File: src/rtl/core/rttbg_pkg.sv
// ----------------------------------------------------------------------------
// rttbg_pkg
// shared widths, register indexes, stage control type and fixed-point
// constants for the root trace token bucket gate
// ----------------------------------------------------------------------------
package rttbg_pkg;

   // field and register widths
   localparam int TIME_BITS = 48;
   localparam int FRAC_BITS = 32;
   localparam int RATE_W    = 40;
   localparam int CAP_W     = 21;
   localparam int CSR_IDX_W = 4;
   localparam int CSR_DATA_W = RATE_W;

   // token count in fixed point, whole part as wide as the capacity register
   localparam int TOK_W = FRAC_BITS + CAP_W;

   // split of the refill product into partial products
   localparam int ELO_W = 32;
   localparam int EHI_W = TIME_BITS - ELO_W;
   localparam int RLO_W = 32;
   localparam int RHI_W = RATE_W - RLO_W;
   localparam int PROD_W = TIME_BITS + RATE_W;

   // saturated refill amount, one bit above the token range
   localparam int ADD_W = TOK_W + 1;

   // register indexes
   localparam logic [CSR_IDX_W-1:0] CSR_RATE = CSR_IDX_W'(0);
   localparam logic [CSR_IDX_W-1:0] CSR_CAP  = CSR_IDX_W'(1);

   // reset values
   localparam logic [RATE_W-1:0] RATE_RESET = RATE_W'(4295);
   localparam logic [CAP_W-1:0]  CAP_RESET  = CAP_W'(1);

   // one whole token
   localparam logic [TOK_W-1:0] ONE_TOKEN = TOK_W'(1) << FRAC_BITS;

   // per-item flags carried down the pipeline
   typedef struct packed {
      logic root;
      logic inner;
      logic fwd;
   } rttbg_ctl_type;

endpackage

File: src/rtl/core/rttbg_mul.sv
// ----------------------------------------------------------------------------
// rttbg_mul
// two-stage refill multiplier: partial products of elapsed time and rate,
// then their sum saturated just above the token range
// ----------------------------------------------------------------------------
module rttbg_mul
   import rttbg_pkg::*;
(
   input  logic                 clock,
   input  logic                 reset,
   input  logic                 up_valid,
   output logic                 up_ready,
   input  rttbg_ctl_type        up_ctl,
   input  logic [TIME_BITS-1:0] up_elapsed,
   input  logic [RATE_W-1:0]    rate,
   output logic                 dn_valid,
   input  logic                 dn_ready,
   output rttbg_ctl_type        dn_ctl,
   output logic [ADD_W-1:0]     dn_add
);

   logic                     pp_valid_ff, pp_valid_in;
   rttbg_ctl_type            pp_ctl_ff;
   logic [ELO_W+RLO_W-1:0]   pp0_ff, pp0_in;
   logic [ELO_W+RHI_W-1:0]   pp1_ff, pp1_in;
   logic [EHI_W+RLO_W-1:0]   pp2_ff, pp2_in;
   logic [EHI_W+RHI_W-1:0]   pp3_ff, pp3_in;
   logic                     sum_valid_ff, sum_valid_in;
   rttbg_ctl_type            sum_ctl_ff;
   logic [ADD_W-1:0]         add_ff, add_in;
   logic [PROD_W-1:0]        prod;
   logic                     sum_ready, pp_ready;
   logic                     pp_take, sum_take;

   assign sum_ready = !sum_valid_ff || dn_ready;
   assign pp_ready  = !pp_valid_ff || sum_ready;
   assign up_ready  = pp_ready;
   assign pp_take   = up_valid && pp_ready;
   assign sum_take  = pp_valid_ff && sum_ready;

   // partial products, none wider than 32 by 32
   always_comb begin
      pp0_in = (ELO_W+RLO_W)'(up_elapsed[ELO_W-1:0]) *
               (ELO_W+RLO_W)'(rate[RLO_W-1:0]);
      pp1_in = (ELO_W+RHI_W)'(up_elapsed[ELO_W-1:0]) *
               (ELO_W+RHI_W)'(rate[RATE_W-1:RLO_W]);
      pp2_in = (EHI_W+RLO_W)'(up_elapsed[TIME_BITS-1:ELO_W]) *
               (EHI_W+RLO_W)'(rate[RLO_W-1:0]);
      pp3_in = (EHI_W+RHI_W)'(up_elapsed[TIME_BITS-1:ELO_W]) *
               (EHI_W+RHI_W)'(rate[RATE_W-1:RLO_W]);
   end

   // sum of partials, saturated at one past the largest token count
   always_comb begin
      prod = PROD_W'(pp0_ff)
           + (PROD_W'(pp1_ff) << RLO_W)
           + (PROD_W'(pp2_ff) << ELO_W)
           + (PROD_W'(pp3_ff) << (ELO_W + RLO_W));
      if (|prod[PROD_W-1:TOK_W]) begin
         add_in = ADD_W'(1) << TOK_W;
      end else begin
         add_in = ADD_W'(prod[TOK_W-1:0]);
      end
   end

   // stage valids
   always_comb begin
      pp_valid_in = pp_valid_ff;
      if (pp_take) begin
         pp_valid_in = 1'b1;
      end else if (sum_ready) begin
         pp_valid_in = 1'b0;
      end
      sum_valid_in = sum_valid_ff;
      if (sum_take) begin
         sum_valid_in = 1'b1;
      end else if (dn_ready) begin
         sum_valid_in = 1'b0;
      end
   end

   always_ff @(posedge clock) begin
      if (reset) begin
         pp_valid_ff  <= 1'b0;
         sum_valid_ff <= 1'b0;
      end else begin
         pp_valid_ff  <= pp_valid_in;
         sum_valid_ff <= sum_valid_in;
      end
   end

   // payload registers
   always_ff @(posedge clock) begin
      if (pp_take) begin
         pp_ctl_ff <= up_ctl;
         pp0_ff    <= pp0_in;
         pp1_ff    <= pp1_in;
         pp2_ff    <= pp2_in;
         pp3_ff    <= pp3_in;
      end
      if (sum_take) begin
         sum_ctl_ff <= pp_ctl_ff;
         add_ff     <= add_in;
      end
   end

   assign dn_valid = sum_valid_ff;
   assign dn_ctl   = sum_ctl_ff;
   assign dn_add   = add_ff;

endmodule

File: config.mk
export PLATFORM = sky130hd
export DESIGN_NAME = rttbg_mul
export DESIGN_NICKNAME = d
export VERILOG_FILES = /design/src/rtl/core/rttbg_pkg.sv /design/src/rtl/core/rttbg_mul.sv
export SDC_FILE = /design/constraint.sdc
export NUM_CORES = 2
export LEC_CHECK = 0
export ABC_AREA = 0
export BUFFER_PORTS_ARGS = -buffer_cell sky130_fd_sc_hd__buf_2
export CORE_MARGIN = 3
export CORE_UTILIZATION = 60
export CTS_CLUSTER_DIAMETER = 120
export DETAILED_ROUTE_END_ITERATION = 7
export PLACE_DENSITY = 0.77
export SYNTH_ARGS = -nofsm -noshare
export SYNTH_HDL_FRONTEND = slang
export SYNTH_SLANG_ARGS = --single-unit
File: constraint.sdc
create_clock -name clock -period 14.6 [get_ports clock]
set_input_delay 3.65 -clock clock [delete_from_list [all_inputs] [get_ports clock]]
set_output_delay 3.65 -clock clock [all_outputs]
set_load 0.02 [all_outputs]
-- Word level (Yosys, flattened, before mapping)
Cells that the tools add are included.
Widths: inputs -> output; s select.
- add/sub/neg operators: 3
- $mul: 4
- divide/modulo/power cells: 0
- order comparisons: 0
- equality and inequality tests: 0
- shift-type cells: 0
- mux-type cells: 5
- bitwise operators: 0
- reductions and logical operators: 9
- operators with widths (cell ; number):
    $add 81x88->88 ; 1
    $add 73x80->81 ; 1
    $add 64x72->73 ; 1
    $mul 32x32->64 ; 1
    $mux 54 ; 1
    $mul 16x32->48 ; 1
    $mul 32x8->40 ; 1
    $reduce_or 35->1 ; 1
    $mul 16x8->24 ; 1
    $mux 1 ; 4
    $reduce_bool 2->1 ; 2
    $logic_and 1x1->1 ; 2
    $logic_not 1->1 ; 2
    $logic_or 1x1->1 ; 2
- flip-flop bits (word level): 238
- bits in latches: 0
- bits in writable memories: 0
- ROM bits: 0
- input bits: 95
- output and inout bits: 59
- logic and storage cells: 35
- memories kept: 0

-- Depth between registers and ports, before layout
- word-level depth: 5
- gate-level depth with buffers: 30
- gate-level depth less buffers: 28

-- Least setup slack after synthesis
OpenSTA, ideal clock, no wires.
- path kind: input port to flip-flop
- from: input rate[8]
- to: register pp0_ff[61] (data pin)
- library setup time: 264 ps
- data arrival time: 11001 ps
- required time: 14336 ps
- path slack: 3335 ps
- stages on the path: 29
- path through: clkbuf_1 clkbuf_1 nand2_1 fa_1 inv_1 fa_1 fa_1 inv_1 fa_1 inv_1 fa_1 inv_1 fa_1 inv_1 fa_1 fa_1 ha_1 a21oi_1 o21ai_0 a221oi_1 o2111ai_1 a221oi_1 a2111o_1 a31oi_1 a211oi_1 nand4_1 and3_1 a221oi_1 xnor2_1
- cells in the longest elaborated chain, start to end: 1
- ends and longest elaborated chain (item ; RTL line ; text):
    start, declared ; rttbg_mul.sv:15 ; input logic [RATE_W-1:0] rate,
    $mul 32x32->64 ; rttbg_mul.sv:43 ; pp0_in = (ELO_W+RLO_W)'(up_elapsed[ELO_W-1:0]) *
    named net pp0_in[61] ; rttbg_mul.sv:24 ; logic [ELO_W+RLO_W-1:0] pp0_ff, pp0_in;
    end signal, assigned ; rttbg_mul.sv:96 ; pp0_ff <= pp0_in;
    end, declared ; rttbg_mul.sv:24 ;
The timed path passes the listed nets, and every way through them passes these cells.
A chain may end at the register's enable or synchronous reset.

-- Worst setup path after layout
- from: input up_elapsed[15]
- to: register pp0_ff[61] (data pin)
- cells in the longest elaborated chain, start to end: 1
- ends and longest elaborated chain (item ; RTL line ; text):
    start, declared ; rttbg_mul.sv:14 ; input logic [TIME_BITS-1:0] up_elapsed,
    $mul 32x32->64 ; rttbg_mul.sv:43 ;
    named net pp0_in[61] ; rttbg_mul.sv:24 ;
The timed path passes the listed nets, and every way through them passes these cells.

==> impl_metrics.ini <==
[min_path]
hold_path.class = reg -> reg

[finish]
multiInputGateArea_um2 = 58150
nets = 9842
final_util_pct = 62.81
drive_above_1_share_pct = 4.798
final-seq-area_um2 = 7127
nFillCells = 9747
fin_cells = 9228
syn_to_final_growth_pct = 3.727

[critical_path]
cp_max_fo = 40
slowest_stage = a221oi_1
cp.required_ps = 14940
max_stage_delay_ps = 900
crit_top_cell = fa_1
path_buf_inv = 5
critPathLaunchType = input port
worstSetupEndpointType = register
path_class = in -> reg
cp.arrival_ps = 12790
critPathTopFamily = adder cells
r2r_setup_slack_ps = 8310

[die]
die-area_um2 = 125300
rows = 127
die_h_um = 354.0
coreArea_um2 = 120000
start_util_pct = 60.55
io_pins = 154
die_w_um = 354.0

[cts]
cts_tree = done
clk_latency_ps = 610
path_clk_slew_ps = 70
cts-root-buf = clkbuf_16
cts_sinks = 238
post_cts_resized = 0
post_cts_buffers = 0
cts_htree_levels = 1
hold_buffers = 0
clockBufferDepth = 3
numCtsBuffers = 29

[logic_synthesis]
synth-edff-count = 236
synth_seq_cells = 238
synth_nets = 10028
synthFlopType = edfxtp_1
yosysTopAreaCellShare_pct = 44.62
synth_top_area_cell = fa_1
avgSynthCellArea_um2 = 9.348
async_flop_share_pct = 0
ys_seq_area_share_pct = 9.811
synth_common_cells = fa_1 (1619), inv_1 (1508), nand2_1 (1218)
synth.most_common_cell = fa_1
ys_warn_count = 0
syn-cell-area_um2 = 72640
synthDistinctLibCells = 84
syn_inst = 7771
synth_area_leaders = fa_1 (45%), edfxtp_1 (9.8%), ha_1 (9.4%)

[timing]
setup_viol = 0
setup-tns-final_ps = 0
clock.fmax_mhz = 80.36
tightestPinTransition_ps = 1344
rsz0062_at_grt = no
period_share_pct = 85.23
fin_skew_ps = 17.21
report.final.slew_viol_count = 0
hold_viol = 0
period_minus_slack_ps = 12440
relSlewSlack_pct = 8.060

[placed_design]
portBuffers = 153
dp_cells = 9166
dp_hpwl_um = 158700
gp_congestion = 0.9752

[global_route]
antenna_found_initial = 19
grt_pass1_vias = 58636
grt-ovfl-total = 0
grt_usage_pct = 32.60
grt_max_degree = 73
grt_first_pass_wirelength_um = 321400

[route]
final_antenna_net_count = 0
drt-initial-drc-count = 4298
dr_total_vias = 54038
drcViolationCount = 0
wl_per_cell_um = 21.64
drt-total-wl_um = 199700
drtPass1Iterations = 6
viasPerCell = 5.856

[flow_run]
maxCapViolations = 0

[outcome]
status = finished clean
## per-stage QoR
stage                     hold WS [ps]  worst slack, ps  instance area [um^2]
after floorplan                  400.3             3335                 72640
after global placement           401.3             1988                 74320
after detailed placement         423.2             1764                 74320
after CTS                        437.3             2384                 75330
after global routing             438.4             1909                 75340
final                            431.5             2156                 75350
## worst paths after layout
kind,startpoint,end,cells after the start
setup / recovery,up_elapsed[15],pp0_ff[61],27
hold / removal,pp_ctl_ff[0],dn_ctl[0],0
setup reg to reg,pp0_ff[33],dn_add[34],17
hold reg to reg,pp_ctl_ff[0],dn_ctl[0],0
## routing by layer
metal	vias to the layer above	share of wire (%)	GRT usage [%]
li1	23143	-	-
met4	16	5.1	13.74
met2	2537	47	53.56
met5	-	0.055	0
met3	535	9.1	6.408
met1	27807	38	42.53
## kinds of logic after synthesis
logic type,after synthesis,share of synthesized area (%)
multiplexers,14,0.2050
adder cells (fa/ha/maj),2162,53.97
XOR/XNOR,173,2.086
AND/OR/NAND/NOR,2569,17.86
AO/OA/AOI/OAI,657,5.887
flip-flops,238,9.811
buffers and inverters,1958,10.18
## registers in the layout, indices dropped and copies added, names as in the netlist
signal / count
pp0_ff: 64
dn_add: 54
pp2_ff: 48
pp1_ff: 40
pp3_ff: 24
dn_ctl: 3
pp_ctl_ff: 3
dn_valid: 1
pp_valid_ff: 1
## placed cells by master (no fill, tap or decap), types with 18 or more instances in the layout
cell | Yosys | routed
fa_1 | 1619 | 1619
inv_1 | 1508 | 1508
nand2_1 | 1218 | 1218
and2_1 | 909 | 908
ha_1 | 543 | 543
edfxtp_1 | 236 | 236
a21oi_1 | 209 | 209
nor2_1 | 153 | 153
buf_2 | 3 | 153
a21o_1 | 111 | 111
xnor2_1 | 112 | 111
o21ai_0 | 101 | 101
buf_4 | 0 | 80
xor2_1 | 61 | 61
nor4_2 | 50 | 50
nor3_1 | 39 | 39
nand3_1 | 35 | 35
o21a_1 | 33 | 33
o21bai_1 | 32 | 32
and3_1 | 29 | 29
nand4_1 | 29 | 29
clkbuf_16 | 0 | 29
nand2b_1 | 25 | 25
a211oi_1 | 23 | 23
a31oi_1 | 22 | 22
nor4_1 | 18 | 18
## layout make-up
cell class                 instances  area share (%)
inverter                        1508           7.512
clock buffer                      30          0.9681
clock inverter                    24          0.3670
tap                             1612           2.677
multi-input combinational       5575           77.18
sequential                       238           9.458
timing repair buffer             233           1.813
antenna                            8         0.02657
Power is not shown: default switching activity piles up to over one toggle a cycle in this logic, so the estimate is an artifact.
