===== config.mk =====
export PLATFORM = sky130hd
export DESIGN_NAME = rttbg_front
export DESIGN_NICKNAME = d
export VERILOG_FILES = /design/src/rtl/core/rttbg_pkg.sv /design/src/rtl/core/rttbg_front.sv
export SDC_FILE = /design/constraint.sdc
export NUM_CORES = 1
export LEC_CHECK = 0
export ABC_AREA = 0
export BUFFER_PORTS_ARGS = -buffer_cell sky130_fd_sc_hd__buf_4
export CORE_ASPECT_RATIO = 1.4
export CORE_MARGIN = 3
export CORE_UTILIZATION = 60
export CTS_CLUSTER_DIAMETER = 80
export DETAILED_ROUTE_END_ITERATION = 10
export PLACE_DENSITY = 0.9
export SYNTH_ARGS = -nofsm -noshare
export SYNTH_HDL_FRONTEND = slang
export SYNTH_SLANG_ARGS = --single-unit

===== constraint.sdc =====
create_clock -name clock -period 5.6 [get_ports clock]
set_input_delay 0.56 -clock clock [delete_from_list [all_inputs] [get_ports clock]]
set_output_delay 0.56 -clock clock [all_outputs]
set_load 0.03 [all_outputs]

===== src/rtl/core/rttbg_pkg.sv =====
// ----------------------------------------------------------------------------
// rttbg_pkg
// shared widths, register indexes, stage control type and fixed-point
// constants for the root trace token bucket gate
// ----------------------------------------------------------------------------
package rttbg_pkg;

   // field and register widths
   localparam int TIME_BITS = 48;
   localparam int FRAC_BITS = 32;
   localparam int RATE_W    = 40;
   localparam int CAP_W     = 21;
   localparam int CSR_IDX_W = 4;
   localparam int CSR_DATA_W = RATE_W;

   // token count in fixed point, whole part as wide as the capacity register
   localparam int TOK_W = FRAC_BITS + CAP_W;

   // split of the refill product into partial products
   localparam int ELO_W = 32;
   localparam int EHI_W = TIME_BITS - ELO_W;
   localparam int RLO_W = 32;
   localparam int RHI_W = RATE_W - RLO_W;
   localparam int PROD_W = TIME_BITS + RATE_W;

   // saturated refill amount, one bit above the token range
   localparam int ADD_W = TOK_W + 1;

   // register indexes
   localparam logic [CSR_IDX_W-1:0] CSR_RATE = CSR_IDX_W'(0);
   localparam logic [CSR_IDX_W-1:0] CSR_CAP  = CSR_IDX_W'(1);

   // reset values
   localparam logic [RATE_W-1:0] RATE_RESET = RATE_W'(4295);
   localparam logic [CAP_W-1:0]  CAP_RESET  = CAP_W'(1);

   // one whole token
   localparam logic [TOK_W-1:0] ONE_TOKEN = TOK_W'(1) << FRAC_BITS;

   // per-item flags carried down the pipeline
   typedef struct packed {
      logic root;
      logic inner;
      logic fwd;
   } rttbg_ctl_type;

endpackage


===== src/rtl/core/rttbg_front.sv =====
// ----------------------------------------------------------------------------
// rttbg_front
// input register stage: classifies the request, tracks the last refill
// time and computes the elapsed time for forward-moving root requests
// ----------------------------------------------------------------------------
module rttbg_front
   import rttbg_pkg::*;
(
   input  logic                 clock,
   input  logic                 reset,
   input  logic                 req_valid,
   output logic                 req_ready,
   input  logic [TIME_BITS-1:0] req_timestamp_us,
   input  logic                 req_parent_valid,
   input  logic                 req_inner_sampled,
   output logic                 dn_valid,
   input  logic                 dn_ready,
   output rttbg_ctl_type        dn_ctl,
   output logic [TIME_BITS-1:0] dn_elapsed
);

   logic                 valid_ff, valid_in;
   logic [TIME_BITS-1:0] last_ff, last_in;
   rttbg_ctl_type        ctl_ff, ctl_in;
   logic [TIME_BITS-1:0] elapsed_ff, elapsed_in;
   logic                 take;

   assign req_ready = !valid_ff || dn_ready;
   assign take      = req_valid && req_ready;

   // classify and measure elapsed time against the last refill
   always_comb begin
      ctl_in.root  = !req_parent_valid && req_inner_sampled;
      ctl_in.inner = req_inner_sampled;
      ctl_in.fwd   = ctl_in.root && (req_timestamp_us > last_ff);
      elapsed_in   = req_timestamp_us - last_ff;
      last_in      = last_ff;
      if (take && ctl_in.fwd) begin
         last_in = req_timestamp_us;
      end
      valid_in = valid_ff;
      if (take) begin
         valid_in = 1'b1;
      end else if (dn_ready) begin
         valid_in = 1'b0;
      end
   end

   // control state
   always_ff @(posedge clock) begin
      if (reset) begin
         valid_ff <= 1'b0;
         last_ff  <= '0;
      end else begin
         valid_ff <= valid_in;
         last_ff  <= last_in;
      end
   end

   // payload
   always_ff @(posedge clock) begin
      if (take) begin
         ctl_ff     <= ctl_in;
         elapsed_ff <= elapsed_in;
      end
   end

   assign dn_valid   = valid_ff;
   assign dn_ctl     = ctl_ff;
   assign dn_elapsed = elapsed_ff;

endmodule


# == After elaboration in Yosys (flattened, before gate mapping) ==
# Index checks and enable logic that the tools add are counted.
# classes
n_mux,2
n_reduce_logical,8
order_cmp,1
add_sub_neg,1
# op_table
op,count
> comparator 48 bit,1
subtractor 48 bit,1
logical AND 1 bit,4
logical NOT 1 bit,2
2-to-1 mux 1 bit,2
nonzero test 2 bit,1
logical OR 1 bit,1
# totals
out_inout_bits,53
regBits,100
input_bits,54

# == Longest topological paths before layout ==
# Gate-level depths: netlist (run 1).
# depth
depth_word,4
depth_mapped,14
ltp_nobuf,12

# == Worst setup path after synthesis (run 1) ==
# No wires, ideal clock.
# synth_path
kind,in2reg
start,input dn_ready
end,register last_ff[37]
slack_ps,2541
required_ps,5468
path_buffers,2
arrival_time_ps,2927
stages,8
path_cell_list,nand2b_1 nand2_1 inv_1 nand3_1 buf_4 clkbuf_1 o21ai_0 a21oi_1
# synth_via
elab_chain_len,3
# synth_lines
item,line_no,text
start: declaration,rttbg_front.sv:17,"input logic dn_ready,"
logical OR 1 bit,rttbg_front.sv:28,assign req_ready = !valid_ff || dn_ready;
logical AND 1 bit,rttbg_front.sv:29,assign take = req_valid && req_ready;
via take,rttbg_front.sv:26,logic take;
logical AND 1 bit,rttbg_front.sv:38,if (take && ctl_in.fwd) begin
end signal: assignment,rttbg_front.sv:56,last_ff <= last_in;
end: declaration,rttbg_front.sv:23,"logic [TIME_BITS-1:0] last_ff, last_in;"
# The timed path passes the listed nets, and every way through them passes these cells.
# A chain may end at the register's enable or synchronous reset.

# == Worst setup path in the final report (run 1) ==
# layout_path
start,input req_timestamp_us[0]
end,register last_ff[47]
# layout_via
elab_chain_len,3
# layout_lines
item,line_no,text
start: declaration,rttbg_front.sv:13,"input logic [TIME_BITS-1:0] req_timestamp_us,"
> comparator 48 bit,rttbg_front.sv:35,ctl_in.fwd = ctl_in.root && (req_timestamp_us > last_ff);
logical AND 1 bit,rttbg_front.sv:35,
logical AND 1 bit,rttbg_front.sv:38,
# Every way passes these cells.

==> results of run 1 <==
==> flip-flops by register name, summed over array words and instances (netlist names) <==
register,count
dn_ctl,3
dn_elapsed,48
dn_valid,1
last_ff,48
==> layout make-up <==
cell class                      count  area [um2]
Multi-Input combinational cell    534        3500
Inverter                           65         244
Timing Repair Buffer              110         826
Clock inverter                      3        45.0
Clock buffer                       13         270
Sequential cell                   100        2510
Tap cell                          138         173
Fill cell                         757        2890
==> logic make-up after synthesis <==
group | Yosys count | synth area share [%]
buffers and inverters | 103 | 7.08
DFF | 100 | 38.9
adders and majority gates | 49 | 9.60
muxes | 1 | 0.155
xor gates and xnor gates | 43 | 5.82
and+or+nand+nor | 183 | 13.9
AOI/OAI and AO/OA | 258 | 24.6
==> path summary, 6_finish.rpt <==
kind / startpoint / to / cells after the start
max reg2reg: last_ff[0] / last_ff[47] / 12
min reg2reg: last_ff[32] / last_ff[32] / 2
max: req_timestamp_us[0] / last_ff[47] / 14
min: req_inner_sampled / dn_ctl[1] / 1
==> metrics by stage <==
stage	std cells	total power [W]	instance area [um2]	util (%)	hold WS, ns
6_report	963	0.00206	7570	72.4	0.394
5_1_grt	963	0.00213	7570	72.4	0.398
4_1_cts	963	0.00205	7570	72.4	0.393
3_5_place_dp	947	0.00142	7260	69.4	0.470
3_3_place_gp	947	0.00140	7260	69.4	0.460
2_1_floorplan	737	0.00125	6470	-	0.454
==> power by group <==
group	internal, W	switching (W)
combinational	0.000208	0.000354
clock	0.000383	0.000263
sequential	0.000838	0.0000159
total	0.00143	0.000633
==> worst reg2reg max path, stage by stage (launching register included) <==
cell	delay (ns)
dfxtp_1	0.32
ha_1	0.22
fa_1	0.42
nor2b_1	0.14
o21a_1	0.15
o211a_1	0.22
o21ai_1	0.10
o211a_1	0.18
o21ai_1	0.34
a21o_1	0.84
buf_4	0.41
nand3_1	0.14
a21oi_1	0.16
==> metal layers <==
| layer | vias up | GRT usage, % |
|---|---|---|
| li1 | 2833 | - |
| met1 | 2853 | 31.1 |
| met2 | 339 | 50.2 |
| met3 | 87 | 5.26 |
| met4 | 2 | 17.3 |
| met5 | - | 0 |
==> synth_stat cells, types with 2 or more instances <==
library cell | number | area share [%]
dfxtp_1 | 49 | 15
nor3b_1 | 2 | 0.23
inv_1 | 65 | 3.8
buf_4 | 8 | 0.93
edfxtp_1 | 51 | 24
xor2_1 | 13 | 1.8
nor3_1 | 11 | 0.85
nand2_1 | 41 | 2.4
xnor2_1 | 30 | 4.1
nor2b_1 | 9 | 0.87
a211oi_1 | 2 | 0.23
or3_1 | 2 | 0.19
a21o_1 | 27 | 3.1
clkbuf_1 | 19 | 1.1
o21a_1 | 10 | 1.2
a211o_1 | 3 | 0.41
a21o_2 | 2 | 0.27
a21oi_1 | 96 | 7.4
o31a_1 | 2 | 0.27
ha_1 | 48 | 9.3
and3_1 | 4 | 0.39
buf_6 | 2 | 0.35
nor2_1 | 28 | 1.6
o21ai_1 | 49 | 3.8
buf_2 | 8 | 0.62
a221o_1 | 2 | 0.31
o21ai_0 | 21 | 1.6
nor4_1 | 5 | 0.48
a21oi_2 | 4 | 0.54
nand4_1 | 12 | 1.2
o211ai_1 | 3 | 0.35
a31oi_1 | 11 | 1.1
nand2b_1 | 3 | 0.29
o21bai_1 | 8 | 0.93
nand3_1 | 59 | 4.6
o211a_1 | 2 | 0.31
==> key figures, run 1 <==
Drt
  • DRC: 0
  • Drt total wl: 17100 um
  • Final ANT Viol Nets: 0
  • Routed len/inst: 17.8 um
  • Highest metal used: met5
  • M1 WL: 6160 um
  • Via Count: 6114
  • Via/cell ratio: 6.35
  • First DRT Iteration DRCs: 393
  • Met2 routed WL: 8780 um
  • WL met3: 1270 um
  • Drt pass-1 iters: 5

Clocking
  • CTS tree: built
  • CTS Sinks: 100
  • Number of buffers created by CTS: 9
  • # resized after CTS: 0
  • H-tree Lvls: 3
  • Clock slew at reported path FFs: around 0.07 ns
  • Post-CTS Setup Repair Bufs: 0
  • Worst-Skew Late Latency: 0.35 ns
  • Clk root buf: clkbuf_16
  • CTS Hold Bufs: 0
  • Max Buffers Root-to-Sink: 2

Logic synthesis
  • Ys Warns: 0
  • Syn Area/Cell: 8.77 um2
  • Top FF cell, synth: edfxtp_1
  • Async set or reset register ratio after synthesis: 0%
  • Post-Syn Instances: 737
  • Post-Synthesis Cell Area: 0.00647 mm2
  • Yosys cell types: 62
  • Post-Syn Nets: 840
  • Seq/Total Area, Yosys: about two fifths
  • Post-synth EDFFs: between 50 and 60
  • Seq cells post-synth: 100

Floorplan
  • Die area: 0.0121 mm2
  • X dimension of the die: around 94 um
  • Num ports: 107
  • Die Y: between 100 and 150 um
  • Core Rows: 44
  • Core Footprint: around 0.010 mm2
  • Initial Utilization: 61.8%

Setup path
  • Critical path's top delay family: compound AO/OA/AOI/OAI gates
  • CP Data Required Time: 5.88 ns
  • CP peak stage delay: 0.84 ns
  • Critical-path top delay cell: a21o_1
  • Startpoint Class: input pin
  • Max FO, Critical Path: 29
  • CP Capture Type: flop
  • Setup CP Type: in -> reg
  • Critical path arrival: 4.01 ns
  • Worst-path cell chain: buf_4 > inv_1 > ha_1 > fa_1 > nor2b_1 > o21a_1 > o211a_1 > o21ai_1 > o211a_1 > o21ai_1 > a21o_1 > buf_4 > nand3_1 > a21oi_1
  • Register-to-register setup slack: 1.89 ns
  • Worst path bufs/invs: 3

Placed design
  • Gpl congestion: slightly below 1
  • Port bufs: between 100 and 150
  • DP HPWL: 12300 um
  • Pre-CTS setup slack: 1.57 ns

Status
  • Outcome: finished, final reports clean

Finish
  • Commonest non-fill, non-tap cell in the layout: buf_4
  • Number of antenna diodes: 0
  • Most frequent cells in the layout: buf_4, a21oi_1, inv_1, nand3_1, edfxtp_1
  • NumNets Final: roughly 920
  • Share of cells above drive strength 1: between 15 and 20%
  • Growth of design area from synthesis to finish: 17.1%

Timing
  • Final Max Slew Viols: 0
  • Min Tclk post-route: 3.73 ns
  • Setup TNS: 0 ns
  • Max Freq: 268 MHz
  • Slew headroom: 23.9%
  • Worst-Margin Slew: around 1.1 ns
  • Setup ws final: 1.87 ns
  • Clock skew: roughly 0.0094 ns
  • RSZ-0062 raised after global routing: false
  • Final worst path period share: 66.6%
  • Final Hold Viols: 0
  • # setup viols final: 0

Pwr
  • Max VDD drop: 0.151 mV
  • Pleak: between 2 and 3 nW
  • Pwr dens: 272 mW/mm2

Hold path
  • Hold Crit Class: in -> reg

GRT
  • Antenna violations before repair: 1
  • Vias in the first global route: ~6100
  • Largest net degree at the start of global routing: 53
  • GR Overflow Total: 0
  • GRT Overall Usage: 28.4%
  • First-pass GRT wire length: about 28000 um

Job
  • Max-Cap Viols: 0
Power figures use the tool's default switching activity.
==> run 2: changes to the inputs <==
--- a/config.mk
+++ b/config.mk
@@ -5,14 +5,14 @@
 export SDC_FILE = /design/constraint.sdc
 export NUM_CORES = 1
 export LEC_CHECK = 0
-export ABC_AREA = 0
+export ABC_AREA = 1
 export BUFFER_PORTS_ARGS = -buffer_cell sky130_fd_sc_hd__buf_4
 export CORE_ASPECT_RATIO = 1.4
 export CORE_MARGIN = 3
-export CORE_UTILIZATION = 60
+export CORE_UTILIZATION = 59
 export CTS_CLUSTER_DIAMETER = 80
 export DETAILED_ROUTE_END_ITERATION = 10
-export PLACE_DENSITY = 0.9
+export PLACE_DENSITY = 0.88
 export SYNTH_ARGS = -nofsm -noshare
 export SYNTH_HDL_FRONTEND = slang
 export SYNTH_SLANG_ARGS = --single-unit
==> constraint.sdc (replaced) <==
create_clock -name clock -period 3.5 [get_ports clock]
set_input_delay 0.35 -clock clock [delete_from_list [all_inputs] [get_ports clock]]
set_output_delay 0.35 -clock clock [all_outputs]
set_load 0.03 [all_outputs]
==> run 2 against run 1 <==
  * Register-to-register slack got worse by 1.3 ns
  * Clock skew increased by 0.0039 ns
  * Sequential share of layout area decreased by 4.9 points
  * Largest power group unchanged
  * Highest routed layer is now met4
==> key figures, run 2 <==
Clocking
  • CTS tree: built
  • Number of buffers created by CTS: 9
  • # resized after CTS: 0
  • H-tree Lvls: 3
  • Max Buffers Root-to-Sink: 2
  • Post-CTS Setup Repair Bufs: 0
  • Clock slew at reported path FFs: 0.07 ns
  • CTS Sinks: 100
  • Clk root buf: clkbuf_16
  • CTS Hold Bufs: 0
  • Worst-Skew Late Latency: 0.35 ns

Drt
  • Routed len/inst: roughly 17 um
  • Via Count: 7618
  • Final ANT Viol Nets: 0
  • First DRT Iteration DRCs: ~440
  • DRC: 0
  • Drt total wl: 23300 um
  • Via/cell ratio: between 5 and 6
  • Drt pass-1 iters: 5

Logic synthesis
  • Dominant cell by count in the synthesized netlist: nand2_1
  • Syn Area/Cell: 6.60 um2
  • Post-Syn Instances: 1160
  • Top FF cell, synth: edfxtp_1
  • Async set or reset register ratio after synthesis: 0%
  • Seq/Total Area, Yosys: 32.8%
  • Top cells by count, synth: nand2_1, inv_1, nor2_1, a21oi_1, nand4_1
  • Seq cells post-synth: 100
  • Synth area leaders: edfxtp_1, nand2_1, dfxtp_1, inv_1, ha_1
  • Yosys cell types: 34
  • Top cell type's share of synthesized area: approximately a fifth
  • Post-Syn Nets: between 1000 and 1500
  • Ys Warns: 0
  • Post-synth EDFFs: 51
  • Synth area leader: edfxtp_1
  • Post-Synthesis Cell Area: between 0.007 and 0.008 mm2

Setup path
  • Critical-path top delay cell: fa_1
  • Startpoint Class: flop
  • Setup CP Type: reg -> reg
  • R2R depth: 16
  • CP Data Required Time: 3.79 ns
  • Worst-path cell chain: ha_1 > fa_1 > inv_1 > nand2_1 > nand2_1 > nand3_1 > nand2_1 > nand2_1 > nand2_2 > nand2_2 > nand3_2 > nand3_2 > buf_4 > nand2_1 > inv_1 > nor2_1
  • Worst r2r dst: last_ff[22]
  • Critical path arrival: 3.16 ns
  • CP peak stage delay: 0.43 ns
  • CP most frequent cell: nand2_1
  • Register-to-register setup slack: 0.62 ns
  • CP Capture Type: flop
  • Worst r2r src: last_ff[0]
  • Max FO, Critical Path: 18

Finish
  • Growth of design area from synthesis to finish: 16.1%
  • Share of cells above drive strength 1: 13.6%
  • Commonest non-fill, non-tap cell in the layout: nand2_1
  • Number of antenna diodes: 0
  • Most frequent cells in the layout: nand2_1, inv_1, nor2_1, buf_4, a21oi_1
  • NumNets Final: 1362
  • Fill count: 1077

GRT
  • GR Overflow Total: 0
  • First-pass GRT wire length: 37300 um
  • GRT Overall Usage: 33.3%
  • Antenna violations before repair: 0
  • Vias in the first global route: 7572
  • Largest net degree at the start of global routing: 52

Timing
  • Min Tclk post-route: 2.88 ns
  • Final Max Slew Viols: 0
  • # setup viols final: 0
  • Slew headroom: about 52%
  • Final Hold Viols: 0
  • Final worst path period share: between 80% and 90%
  • Clock skew: 0.0132 ns
  • Setup TNS: 0 ns
  • Worst-Margin Slew: 0.720 ns
  • Max Freq: between 300 and 400 MHz
  • Hold_ws: approximately 0.16 ns
  • RSZ-0062 raised after global routing: false

Floorplan
  • X dimension of the die: 102 um
  • Core Rows: 48
  • Initial Utilization: approximately three fifths
  • Die Y: ~140 um
  • Core Footprint: 0.0125 mm2
  • Num ports: 107
  • Die area: around 0.014 mm2

Pwr
  • Pleak: 4.37 nW
  • Pwr dens: around 420 mW/mm2
  • Clk network pwr share: 28.8%
  • Sw Ratio: 35.7%
  • Cell Int Power: approximately 0.0024 W
  • Max VDD drop: 0.232 mV
  • Psw: 0.00132 W
  • Comb power frac: 33.3%
  • Sequential group share of total power: 37.8%

Placed design
  • Port bufs: 106
  • Gpl congestion: about 1
  • DP HPWL: 18400 um

Hold path
  • Startpoint of the worst hold path: reset
  • Hold Path End: dn_valid
  • Hold Path Cell Cnt: 2
  • Hold Crit Class: in -> reg

Job
  • Max-Cap Viols: 0

Status
  • Outcome: finished, final reports clean
==> run 2: final cells by class <==
| cell class | instances | area, um2 | area share, % |
|---|---|---|---|
| clock buffers | 12 | 258 | 2.90 |
| inverters | 257 | 965 | 10.9 |
| clock inverters | 4 | 55.1 | 0.620 |
| well taps | 150 | 188 | 2.11 |
| multi-input cells | 778 | 4050 | 45.5 |
| flip-flops and latches | 100 | 2510 | 28.3 |
| repair buffers | 113 | 861 | 9.69 |
==> run 2: per-stage QoR <==
stage	setup WS, ns	total power [W]	utilization [%]	instances	area (um2)
detailed placement	0.490	0.00265	68.6	1398	8570
finish	0.624	0.00371	71.1	1414	8880
global placement	0.645	0.00263	68.6	1398	8570
CTS	0.649	0.00370	71.1	1414	8880
floorplan	0.698	0.00224	-	1160	7650
global route	0.382	0.00388	71.1	1414	8880
==> run 2: worst max-delay path by stage <==
stage                              startpoint           to  slack [ns]
final                              last_ff[0]  last_ff[22]        0.62
after global routing               last_ff[0]  last_ff[14]        0.38
after CTS                          last_ff[0]  last_ff[22]        0.65
after detailed placement  req_timestamp_us[0]  last_ff[22]        0.49
after global placement    req_timestamp_us[0]  last_ff[18]        0.64
after floorplan                      dn_valid  last_ff[38]        0.70
==> run 2: power by group through the flow <==
stage               clock network [W]  registers [W]  logic (W)
floorplan                           0        0.00158   0.000657
CTS                           0.00107        0.00140    0.00123
global placement                    0        0.00142    0.00121
detailed placement                  0        0.00143    0.00122
finish                        0.00107        0.00140    0.00124
global route                  0.00112        0.00141    0.00135
==> run 2: logic make-up (layout without fill, tap and decap cells) <==
family	after synthesis	in the layout	share of synthesized area (%)
compound gates	130	130	9.39
fa+ha+maj	49	49	8.11
buf+inv	282	386	14.5
flops	100	100	32.8
simple gates	564	564	31.2
xor+xnor	35	35	4.01
==> run 2: per-layer routing <==
| metal | up-vias | part of all wire [%] | global-route usage (%) | routed length [um] |
|---|---|---|---|---|
| met2 | 260 | 52 | 59.6 | 12100 |
| met5 | - | 0 | 0 | 0 |
| met1 | 3456 | 39 | 39.4 | 9100 |
| met3 | 67 | 4.7 | 3.56 | 1090 |
| li1 | 3835 | - | - | - |
| met4 | 0 | 4.6 | 14.1 | 1070 |
==> run 2: critical path, delay by kind of cell, from the launching register on <==
kind          cells  cell delay (ns)
flops             1             0.32
buf+inv           3             0.54
fa+ha+maj         2             0.66
simple gates     11             1.28
