[src/rtl/core/rttbg_pkg.sv]
// ----------------------------------------------------------------------------
// rttbg_pkg
// shared widths, register indexes, stage control type and fixed-point
// constants for the root trace token bucket gate
// ----------------------------------------------------------------------------
package rttbg_pkg;

   // field and register widths
   localparam int TIME_BITS = 48;
   localparam int FRAC_BITS = 32;
   localparam int RATE_W    = 40;
   localparam int CAP_W     = 21;
   localparam int CSR_IDX_W = 4;
   localparam int CSR_DATA_W = RATE_W;

   // token count in fixed point, whole part as wide as the capacity register
   localparam int TOK_W = FRAC_BITS + CAP_W;

   // split of the refill product into partial products
   localparam int ELO_W = 32;
   localparam int EHI_W = TIME_BITS - ELO_W;
   localparam int RLO_W = 32;
   localparam int RHI_W = RATE_W - RLO_W;
   localparam int PROD_W = TIME_BITS + RATE_W;

   // saturated refill amount, one bit above the token range
   localparam int ADD_W = TOK_W + 1;

   // register indexes
   localparam logic [CSR_IDX_W-1:0] CSR_RATE = CSR_IDX_W'(0);
   localparam logic [CSR_IDX_W-1:0] CSR_CAP  = CSR_IDX_W'(1);

   // reset values
   localparam logic [RATE_W-1:0] RATE_RESET = RATE_W'(4295);
   localparam logic [CAP_W-1:0]  CAP_RESET  = CAP_W'(1);

   // one whole token
   localparam logic [TOK_W-1:0] ONE_TOKEN = TOK_W'(1) << FRAC_BITS;

   // per-item flags carried down the pipeline
   typedef struct packed {
      logic root;
      logic inner;
      logic fwd;
   } rttbg_ctl_type;

endpackage

[src/rtl/core/rttbg_bucket.sv]
// ----------------------------------------------------------------------------
// rttbg_bucket
// token bucket state: refill with saturation at capacity, spend one token,
// and the result register
// ----------------------------------------------------------------------------
module rttbg_bucket
   import rttbg_pkg::*;
(
   input  logic             clock,
   input  logic             reset,
   input  logic             up_valid,
   output logic             up_ready,
   input  rttbg_ctl_type    up_ctl,
   input  logic [ADD_W-1:0] up_add,
   input  logic [CAP_W-1:0] capacity,
   output logic             rsp_valid,
   input  logic             rsp_ready,
   output logic             rsp_sampled,
   output logic             rsp_limited
);

   logic             valid_ff, valid_in;
   logic [TOK_W-1:0] tokens_ff, tokens_in;
   logic             sampled_ff, sampled_in;
   logic             limited_ff, limited_in;
   logic [CAP_W-1:0] cap_eff;
   logic [TOK_W-1:0] cap_fix;
   logic [TOK_W+1:0] sum;
   logic [TOK_W-1:0] refilled;
   logic             take;

   assign up_ready = !valid_ff || rsp_ready;
   assign take     = up_valid && up_ready;

   // refill, clamp and spend
   always_comb begin
      cap_eff  = (capacity == '0) ? CAP_W'(1) : capacity;
      cap_fix  = {cap_eff, {FRAC_BITS{1'b0}}};
      sum      = (TOK_W+2)'(tokens_ff) + (TOK_W+2)'(up_add);
      refilled = tokens_ff;
      if (up_ctl.fwd) begin
         if (sum >= (TOK_W+2)'(cap_fix)) begin
            refilled = cap_fix;
         end else begin
            refilled = sum[TOK_W-1:0];
         end
      end
      tokens_in  = tokens_ff;
      sampled_in = up_ctl.inner;
      limited_in = 1'b0;
      if (up_ctl.root) begin
         if (refilled < ONE_TOKEN) begin
            tokens_in  = refilled;
            sampled_in = 1'b0;
            limited_in = 1'b1;
         end else begin
            tokens_in  = refilled - ONE_TOKEN;
            sampled_in = 1'b1;
         end
      end
      valid_in = valid_ff;
      if (take) begin
         valid_in = 1'b1;
      end else if (rsp_ready) begin
         valid_in = 1'b0;
      end
   end

   // bucket starts full at the reset capacity
   always_ff @(posedge clock) begin
      if (reset) begin
         valid_ff  <= 1'b0;
         tokens_ff <= {CAP_RESET, {FRAC_BITS{1'b0}}};
      end else begin
         valid_ff <= valid_in;
         if (take) begin
            tokens_ff <= tokens_in;
         end
      end
   end

   // result register
   always_ff @(posedge clock) begin
      if (take) begin
         sampled_ff <= sampled_in;
         limited_ff <= limited_in;
      end
   end

   assign rsp_valid   = valid_ff;
   assign rsp_sampled = sampled_ff;
   assign rsp_limited = limited_ff;

endmodule

[config.mk]
export PLATFORM = sky130hd
export DESIGN_NAME = rttbg_bucket
export DESIGN_NICKNAME = d
export VERILOG_FILES = /design/src/rtl/core/rttbg_pkg.sv /design/src/rtl/core/rttbg_bucket.sv
export SDC_FILE = /design/constraint.sdc
export NUM_CORES = 1
export LEC_CHECK = 0
export BUFFER_PORTS_ARGS = -buffer_cell sky130_fd_sc_hd__buf_2
export CAP_MARGIN = 30
export CORE_MARGIN = 2
export CORE_UTILIZATION = 55
export DETAILED_ROUTE_END_ITERATION = 12
export HOLD_SLACK_MARGIN = 0.12
export PLACE_DENSITY_LB_ADDON = 0.08
export SYNTH_ARGS = -nofsm -noshare
export SYNTH_HDL_FRONTEND = slang
export SYNTH_SLANG_ARGS = --single-unit
[constraint.sdc]
create_clock -name clock -period 12.89 [get_ports clock]
set_clock_uncertainty 0.1 [all_clocks]
set_input_delay 3.867 -clock clock [delete_from_list [all_inputs] [get_ports clock]]
set_output_delay 3.867 -clock clock [all_outputs]
set_load 0.05 [all_outputs]
=== Word-level counts from Yosys, hierarchy flattened ===
Cells that the tools add are included.

* Add/sub/neg operators: 2
* $lt $le $gt $ge: 2
* Multiplexer cells: 9
* Reduce and logical (&&, ||, !) cells: 6

{| class="wikitable"
|+ Operator list
! cell !! number
|-
| 53-bit 2-to-1 mux || 3
|-
| 53-bit by 54-bit adder with 55-bit output || 1
|-
| 55-bit by 53-bit greater-or-equal comparator with 1-bit output || 1
|-
| 53-bit by 33-bit < comparator with 1-bit output, second input constant || 1
|-
| 53-bit by 33-bit subtractor with 53-bit output, second input constant || 1
|-
| 21-bit logical NOT || 1
|-
| 21-bit 2-to-1 mux || 1
|-
| 1-bit 2-to-1 mux || 5
|-
| 2-bit AND reduction || 1
|-
| 2-bit nonzero test || 1
|-
| 1-bit logical AND || 1
|-
| 1-bit logical NOT || 1
|-
| 1-bit logical OR || 1
|}

* Register bits after elaboration: 56
* Bits of input ports: 82

=== Longest topological paths before layout ===
Gate-level depths: netlist of the first run.

* Word-level depth: 8
* Depth in mapped cells: 30

=== Worst setup path after synthesis of the first run ===
No wires, ideal clock.

* Path kind: input-to-reg
* Start: in up_add[16]
* End: reg tokens_ff[34]
* Data arrival time: 9468 ps
* Data required time: 12704 ps
* Path slack: 3237 ps
* Stages on the path: 29
* Cell sequence: ha_1 > buf_2 > and4_1 > clkbuf_1 > and3b_1 > nand2_1 > a21oi_1 > o2111ai_1 > o211ai_1 > a41oi_1 > xnor2_1 > ha_1 > and3_1 > o21ai_0 > a21boi_0 > o32a_1 > nor2_1 > o2111a_1 > a31o_1 > clkbuf_1 > nand2_1 > nor2_1 > mux2i_1 > nor4b_4 > nand4_4 > buf_6 > o21ai_0 > xor2_1 > a211oi_1

* Word-level cells in the longest chain between the ends: 6
* Elaborated cells between the ends (all ways): 7

{| class="wikitable"
|+ Ends and longest elaborated chain
! what !! line !! source
|-
| start: declaration || rttbg_bucket.sv:14 || <nowiki>input logic [ADD_W-1:0] up_add,</nowiki>
|-
| 53-bit by 54-bit adder with 55-bit output (*) || rttbg_bucket.sv:39 || <nowiki>sum = (TOK_W+2)'(tokens_ff) + (TOK_W+2)'(up_add);</nowiki>
|-
| 55-bit by 53-bit greater-or-equal comparator with 1-bit output || rttbg_bucket.sv:42 || <nowiki>if (sum >= (TOK_W+2)'(cap_fix)) begin</nowiki>
|-
| 53-bit 2-to-1 mux (*) || rttbg_bucket.sv:42 ||
|-
| 53-bit 2-to-1 mux (*) || rttbg_bucket.sv:41 || <nowiki>if (up_ctl.fwd) begin</nowiki>
|-
| 53-bit by 33-bit subtractor with 53-bit output or 53-bit by 33-bit < comparator with 1-bit output (tied branches) || rttbg_bucket.sv:57, rttbg_bucket.sv:52 ||
|-
| 53-bit 2-to-1 mux (*) || rttbg_bucket.sv:52 || <nowiki>if (refilled < ONE_TOKEN) begin</nowiki>
|-
| end signal: assignment || rttbg_bucket.sv:73 || <nowiki>tokens_ff <= {CAP_RESET, {FRAC_BITS{1'b0}}};</nowiki>
|-
| end signal: assignment || rttbg_bucket.sv:77 || <nowiki>tokens_ff <= tokens_in;</nowiki>
|-
| end: declaration || rttbg_bucket.sv:23 || <nowiki>logic [TOK_W-1:0] tokens_ff, tokens_in;</nowiki>
|}

Mark *: on every way between the ends. The rest lies on a longest branch, timed or not.
A chain may end at the register's enable or synchronous reset.

=== Worst setup path after layout of the first run ===
* Start: in up_add[16]
* End: reg tokens_ff[44]

Same word-level chain as after synthesis.

==> out/summary.txt, run 1 <==
===========================================================================
Outcome                                                           completed
CTS hold repair buffers                                                   0
Fraction of the yosys area taken by sequential cells                  15.1%
Arrival time of the worst setup path                               11.44 ns
Max Root-Sink Buffers                                                     2
Average routed wire per standard cell                               19.4 µm
Number of I/O port buffers                                               85
Total leakage power                                              0.00342 µW
CP max FO                                                                18
Fillers                                                                1303
Delay of the slowest critical-path stage                            0.58 ns
Hold Crit Depth                                                           2
Hold Fails Final Rpt                                                      0
Number of setup buffers added after CTS                                   0
Die Footprint                                                     14700 µm²
Internal Pwr Total                                                   376 µW
Min cycle time layout                                              11.32 ns
Reg-to-reg setup timing slack                                       4.90 ns
Placed wire-length estimate                                        19900 µm
Max-cap violations                                                        0
Via count of the first global-routing pass                             7150
Switching power summed over all nets                                 283 µW
Wire length of the first global-routing pass                       38300 µm
Total Nets Final                                                       1254
Post-route DRC violation count                                            0
TritonCTS clock tree                                                    yes
Die outline width                                                    121 µm
Clock-pin slew on the worst setup and hold paths                    0.08 ns
CTS H-Tree Depth                                                          2
Clock insertion delay at the later pin of the skew report           0.32 ns
Setup crit start kind                                             input pin
Synth Net Count                                                        1218
Power density over the cells                                    80.9 nW/µm²
Largest voltage drop on the vdd net                                 60.8 µV
Final Core Density                                                    61.0%
Clock buffers created by TritonCTS                                        5
Tightest Pin Transition                                            0.854 ns
Accumulated negative setup slack                                       0 ns
Slowest stage cell on the critical path                             nand2_1
Endpoint of the worst-slack reg-to-reg timing path             tokens_ff[44]
Clock Power Share                                                     23.0%
Predominant post-synthesis flop cell                                dfxtp_1
Count of endpoints failing setup in the final report                      0
Height of the die                                                    121 µm
Cells resized by post-CTS repair                                          0
Synth warn                                                                0
Diode insertion count for antenna repair                                  0
Async set or reset register ratio after synthesis                        0%
Total wire length after detailed routing                           24700 µm
Syn Inst Count                                                         1060
DRT iter0 DRCs                                                         1081
Antenna violations before repair                                          0
Clock tree root buffer cell                                       clkbuf_16
Summed instance area of the synthesized netlist                    7560 µm²
Final period util                                                     87.8%
Total grt overflow                                                        0
Maximum number of pins on one net before global-route repair             45
Seq pwr share                                                         29.1%
Sw frac                                                               42.9%
Number of standard-cell rows in the floorplan                            42
Combined global-route utilization of all metal layers                 33.2%
Antenna-violating nets left                                               0
HP Start                                                       tokens_ff[8]
Post-synthesis cell type with the largest combined area             dfxtp_1
Area Overhead vs Synth                                                7.70%
Average footprint of a synthesized cell                            7.13 µm²
Path type of the worst setup path                              input pin to flop
Combinational share of power                                          47.8%
Source of the worst register-to-register timing path           tokens_ff[16]
EDFF count, synth                                                         2
Vias/cell                                                              6.55
Max-slew headroom at the worst pin                                    42.7%
Starting Density                                                      56.6%
Setup repair after global routing missed its margin                   false
Most common cell in the netlist                                     nand2_1
Top post-synthesis cells by area                               dfxtp_1 (14%), ha_1 (12%), a21oi_1 (7.5%), nand2_1 (5.7%), nor2_1 (4.8%)
Area share of the largest cell type after synthesis                   14.3%
Worst EP required                                                  13.01 ns
R2r worst-path depth                                                     24
Detailed Routing Iterations Pass 1                                        6
Number of clock sinks seen by CTS                                        56
Peak clock frequency supported by timing                           88.3 MHz
Final-report max-slew violation count                                     0
Class of the most critical hold timing path                    flop to flop
Top cell types by occurrence after synthesis                   nand2_1 (114), a21oi_1 (113), nor2_1 (96)
Hold Crit Endpoint                                             tokens_ff[8]
Floorplan core area                                               13300 µm²
Layout cells sized above 1                                            12.0%
Number of register bits inferred by synthesis                            56
CP Capture Type                                                        flop
Vias after detailed routing                                            8334
Global placement routability congestion                               0.999
IO Pins                                                                  86
Library cells used by synthesis                                          89
===========================================================================
==> power groups by stage <==
stage | Combinational, µW | Clock, µW | Sequential [µW]
after global routing | 343 | 159 | 192
after CTS | 307 | 155 | 191
after detailed placement | 305 | 0 | 195
final | 315 | 152 | 192
after floorplan | 223 | 0 | 191
after global placement | 304 | 0 | 195
==> worst max-delay path by stage <==
stage	start	to	slack, ns	depth (start not counted)
6_report	up_add[16]	tokens_ff[44]	1.57	25
5_1_grt	up_add[16]	tokens_ff[37]	1.05	25
4_1_cts	up_add[16]	tokens_ff[44]	1.74	25
3_5_place_dp	up_add[16]	tokens_ff[44]	1.49	25
3_3_place_gp	up_add[16]	tokens_ff[37]	1.50	25
2_1_floorplan	up_add[16]	tokens_ff[34]	3.24	29
==> cell type report <==
cell class	count	area, µm²	share of cell area [%]
Inverter	36	135	1.66
Multi-Input combinational cell	906	6010	73.8
Sequential cell	56	1140	14.0
Timing Repair Buffer	91	483	5.93
Tap cell	176	220	2.71
Clock buffer	7	143	1.75
Clock inverter	1	7.51	0.0923
==> flip-flops by register name, summed over array words and instances (netlist names) <==
| name | flops |
|---|---|
| rsp_limited | 1 |
| rsp_sampled | 1 |
| rsp_valid | 1 |
| tokens_ff | 53 |
==> cells by family (layout without fill, tap and decap cells) <==
family / Yosys count / after routing / share of synthesized area (%)
buffers and inverters: 98 / 135 / 5.38
flip-flops: 56 / 56 / 15.1
AND/OR/NAND/NOR: 416 / 416 / 28.0
AO/OA/AOI/OAI: 355 / 355 / 31.9
multiplexers: 6 / 6 / 0.811
adder cells (fa/ha/maj): 76 / 76 / 12.7
XOR/XNOR: 53 / 53 / 6.14
==> metal layers <==
metal,GRT usage (%),wire [µm],up-vias
met5,0,0,-
met4,7.04,499,0
met3,7.47,2900,45
met2,44.8,9520,393
met1,52.5,11800,3833
li1,-,-,4063
==> cells in the final DEF (no fill, tap or decap), drive strengths merged, types with 5 or more instances in the layout <==
| master | netlist | final |
|---|---|---|
| a21boi | 7 | 7 |
| a211o | 7 | 7 |
| o21ai | 57 | 57 |
| or3 | 10 | 10 |
| and4 | 8 | 8 |
| clkbuf | 48 | 7 |
| nor4 | 20 | 20 |
| inv | 36 | 36 |
| a311oi | 5 | 5 |
| buf | 14 | 91 |
| nor3 | 37 | 37 |
| nor2 | 96 | 96 |
| and2 | 10 | 10 |
| o2111ai | 9 | 9 |
| nand3 | 44 | 44 |
| a31o | 6 | 6 |
| nand2 | 115 | 115 |
| nand2b | 6 | 6 |
| o21a | 11 | 11 |
| xor2 | 22 | 22 |
| or4 | 5 | 5 |
| a31oi | 17 | 17 |
| nand3b | 5 | 5 |
| a211oi | 22 | 22 |
| mux2i | 5 | 5 |
| ha | 75 | 75 |
| a21o | 26 | 26 |
| and3 | 16 | 16 |
| nand4 | 28 | 28 |
| a2111oi | 6 | 6 |
| o211ai | 22 | 22 |
| dfxtp | 54 | 54 |
| a21oi | 114 | 114 |
| xnor2 | 31 | 31 |
==> critical path, delay by kind of cell <==
family | cells | cell delay [ns]
AO/OA/AOI/OAI | 13 | 3.95
AND/OR/NAND/NOR | 8 | 2.32
adder cells (fa/ha/maj) | 2 | 0.81
XOR/XNOR | 1 | 0.38
buffers and inverters | 1 | 0.10
==> metrics by stage <==
| stage | area, µm² | power (µW) | worst slack [ns] | hold WS [ns] | instances |
|---|---|---|---|---|---|
| 2_1_floorplan | 7560 | 414 | 3.24 | 0.336 | 1060 |
| 3_3_place_gp | 7970 | 499 | 1.50 | 0.344 | 1264 |
| 3_5_place_dp | 7990 | 500 | 1.49 | 0.349 | 1265 |
| 4_1_cts | 8140 | 653 | 1.74 | 0.360 | 1273 |
| 5_1_grt | 8140 | 694 | 1.05 | 0.384 | 1273 |
| 6_report | 8140 | 659 | 1.57 | 0.356 | 1273 |
Power figures use the tool's default switching activity.
==> run 2: changes to the inputs <==
ABC_AREA = 1   (was unset)
CORE_MARGIN = 3   (was 2)
==> run 2 against run 1 <==
Compared with the run above: worst setup slack gained 1.2 ns; sequential power is essentially flat; die area grew 11%.
==> out/summary.txt, run 2 <==
===========================================================================
Library cells used by synthesis                                          46
Syn Inst Count                                                         1467
CP max FO                                                                24
Die outline width                                                    128 µm
Max-slew headroom at the worst pin                                    39.6%
Diode insertion count for antenna repair                                  0
Total leakage power                                              0.00476 µW
Number of standard-cell rows in the floorplan                            43
Vias after detailed routing                                            9557
Multi-input combinational cell area                                5970 µm²
Area of all sequential standard cells                              1140 µm²
Area Overhead vs Synth                                                8.57%
Clock insertion delay at the later pin of the skew report           0.32 ns
Path type of the worst setup path                              input pin to flop
Arrival time of the worst setup path                               10.26 ns
Final Core Density                                                    62.4%
Vias/cell                                                              5.57
Mux share of post-synthesis cell area                                    0%
Number of non-filler instances in the completed layout                 1716
Class of the most critical hold timing path                    flop to flop
Number of I/O port buffers                                               85
Cell seen most often among critical-path stages                     nand2_1
Antenna violations before repair                                          0
Clock-pin slew on the worst setup and hold paths                    0.08 ns
Compound-Gate Fraction of Synth Area                                  13.7%
Worst EP required                                                  13.03 ns
Xor/xnor cell area share of the yosys netlist                         3.65%
EDFF count, synth                                                         2
Async set or reset register ratio after synthesis                        0%
Flip-flop count of the largest register after layout                     53
Number of setup buffers added after CTS                                   0
Die Footprint                                                     16300 µm²
Outcome                                                           completed
Top cell types by occurrence after synthesis                   nand2_1 (482), inv_1 (221), nor2_1 (135)
CP Capture Type                                                        flop
Max-cap violations                                                        0
Most used cells in the layout excluding fill and tap cells     nand2_1 (482), inv_1 (221), nor2_1 (133)
Height of the die                                                    128 µm
Summed instance area of the synthesized netlist                    8160 µm²
Fillers                                                                1478
Combinational family with the most area after synthesis        simple AND/OR/NAND/NOR gates
Number of register bits inferred by synthesis                            56
Cells resized by post-CTS repair                                          0
Fraction of the yosys area taken by sequential cells                  14.0%
TritonCTS clock tree                                                    yes
Placed instance count                                                  1708
Final-report max-slew violation count                                     0
CTS H-Tree Depth                                                          2
Global placement routability congestion                                1.10
Placed wire-length estimate                                        22900 µm
Synth Net Count                                                        1625
Top post-synthesis cells by area                               nand2_1 (22%), dfxtp_1 (13%), ha_1 (12%), inv_1 (10%), a21oi_1 (7.4%)
Wire length of the first global-routing pass                       43300 µm
Min cycle time layout                                              10.12 ns
Final hold slack                                                   0.372 ns
Setup crit start kind                                             input pin
IO Pins                                                                  86
Maximum number of pins on one net before global-route repair             40
Area share of the largest cell type after synthesis                   22.2%
Clock buffers created by TritonCTS                                        5
Antenna-violating nets left                                               0
Most common cell in the netlist                                     nand2_1
Most flops, register                                              tokens_ff
Via count of the first global-routing pass                             8519
Starting Density                                                      57.4%
Most common cell after layout, fill and taps aside                  nand2_1
Total Nets Final                                                       1693
Largest voltage drop on the vdd net                                 83.1 µV
Power density over the cells                                    79.1 nW/µm²
Delay of the slowest critical-path stage                            0.39 ns
Max Root-Sink Buffers                                                     2
Final period util                                                     78.5%
Post-synthesis simple-gate area fraction                              44.0%
Average footprint of a synthesized cell                            5.56 µm²
Total wire length after detailed routing                           27600 µm
Average routed wire per standard cell                               16.1 µm
Layout cells sized above 1                                            11.8%
Total grt overflow                                                        0
Number of clock sinks seen by CTS                                        56
Detailed Routing Iterations Pass 1                                        5
Clock tree root buffer cell                                       clkbuf_16
Tightest Pin Transition                                            0.905 ns
Hold Fails Final Rpt                                                      0
Adder-cell area share of the yosys netlist                            11.8%
Slowest stage cell on the critical path                             nand2_4
Floorplan core area                                               14200 µm²
Post-route DRC violation count                                            0
Synth warn                                                                0
CTS hold repair buffers                                                   0
Post-synthesis cell type with the largest combined area             nand2_1
Combined global-route utilization of all metal layers                 33.2%
Predominant post-synthesis flop cell                                dfxtp_1
Count of endpoints failing setup in the final report                      0
Accumulated negative setup slack                                       0 ns
Setup repair after global routing missed its margin                   false
Peak clock frequency supported by timing                           98.9 MHz
DRT iter0 DRCs                                                          931
Total Power Consumption                                              700 µW
===========================================================================
-- run 2: cell count changes in the layout (fill, tap and decap cells not counted), moves of 19 or more --
cell / previous run / this run
a21o_1: 26 / 2
nand3_1: 43 / 111
nand2_2: 1 / 20
nor2_2: 0 / 22
a211oi_1: 21 / 1
xnor2_1: 31 / 9
nor3_1: 35 / 8
inv_1: 36 / 221
nor2_1: 96 / 133
nand2_1: 114 / 482
-- run 2: layout make-up --
cell class | instances | area share (%)
clock inverter | 3 | 0.424
multi-input combinational | 1146 | 67.4
inverter | 238 | 10.1
clock buffer | 5 | 1.41
tap | 180 | 2.54
sequential | 56 | 12.9
timing repair buffer | 88 | 5.28
-- run 2: worst paths after layout --
path                                       to  cells past startpoint     startpoint  slack, ns
worst max register to register  tokens_ff[42]                     42   tokens_ff[0]       6.08
worst min register to register  tokens_ff[13]                      2  tokens_ff[13]       0.37
worst max-delay path            tokens_ff[42]                     43      up_add[0]       2.77
worst min-delay path            tokens_ff[13]                      2  tokens_ff[13]       0.37
-- run 2: metrics by stage --
step	area [µm²]	setup slack, ns
after floorplan	8160	4.44
after global placement	8670	2.73
after detailed placement	8690	2.65
after CTS	8860	2.95
after global routing	8860	2.28
final	8860	2.77
-- run 2: kinds of logic (layout without fill, tap and decap cells) --
| group | after synthesis | in the layout |
|---|---|---|
| AND/OR/NAND/NOR | 833 | 833 |
| buffers and inverters | 265 | 334 |
| AO/OA/AOI/OAI | 203 | 203 |
| adder cells (fa/ha/maj) | 76 | 76 |
| flip-flops | 56 | 56 |
| XOR/XNOR | 34 | 34 |
-- run 2: where the power goes --
group | switching, µW | total, µW | leakage [µW] | internal, µW
Combinational | 230 | 343 | 0.00422 | 113
Sequential | 9.67 | 192 | 0.000459 | 182
Clock | 74.5 | 165 | 0.0000789 | 90.9
Total | 315 | 700 | 0.00476 | 386
-- run 2: worst max-delay path: cells and delay by family --
kind,cells,cell delay (ns)
xor+xnor,2,0.35
simple gates,27,3.46
compound gates,4,0.83
buf+inv,6,0.54
fa+ha+maj,4,1.20
-- run 2: layer usage --
metal / vias to the layer above / wire length, µm / track usage (%)
li1: 4796 / - / -
met1: 4261 / 12700 / 49.1
met2: 444 / 11500 / 49.9
met3: 56 / 2750 / 5.42
met4: 0 / 608 / 8.68
met5: - / 0 / 0
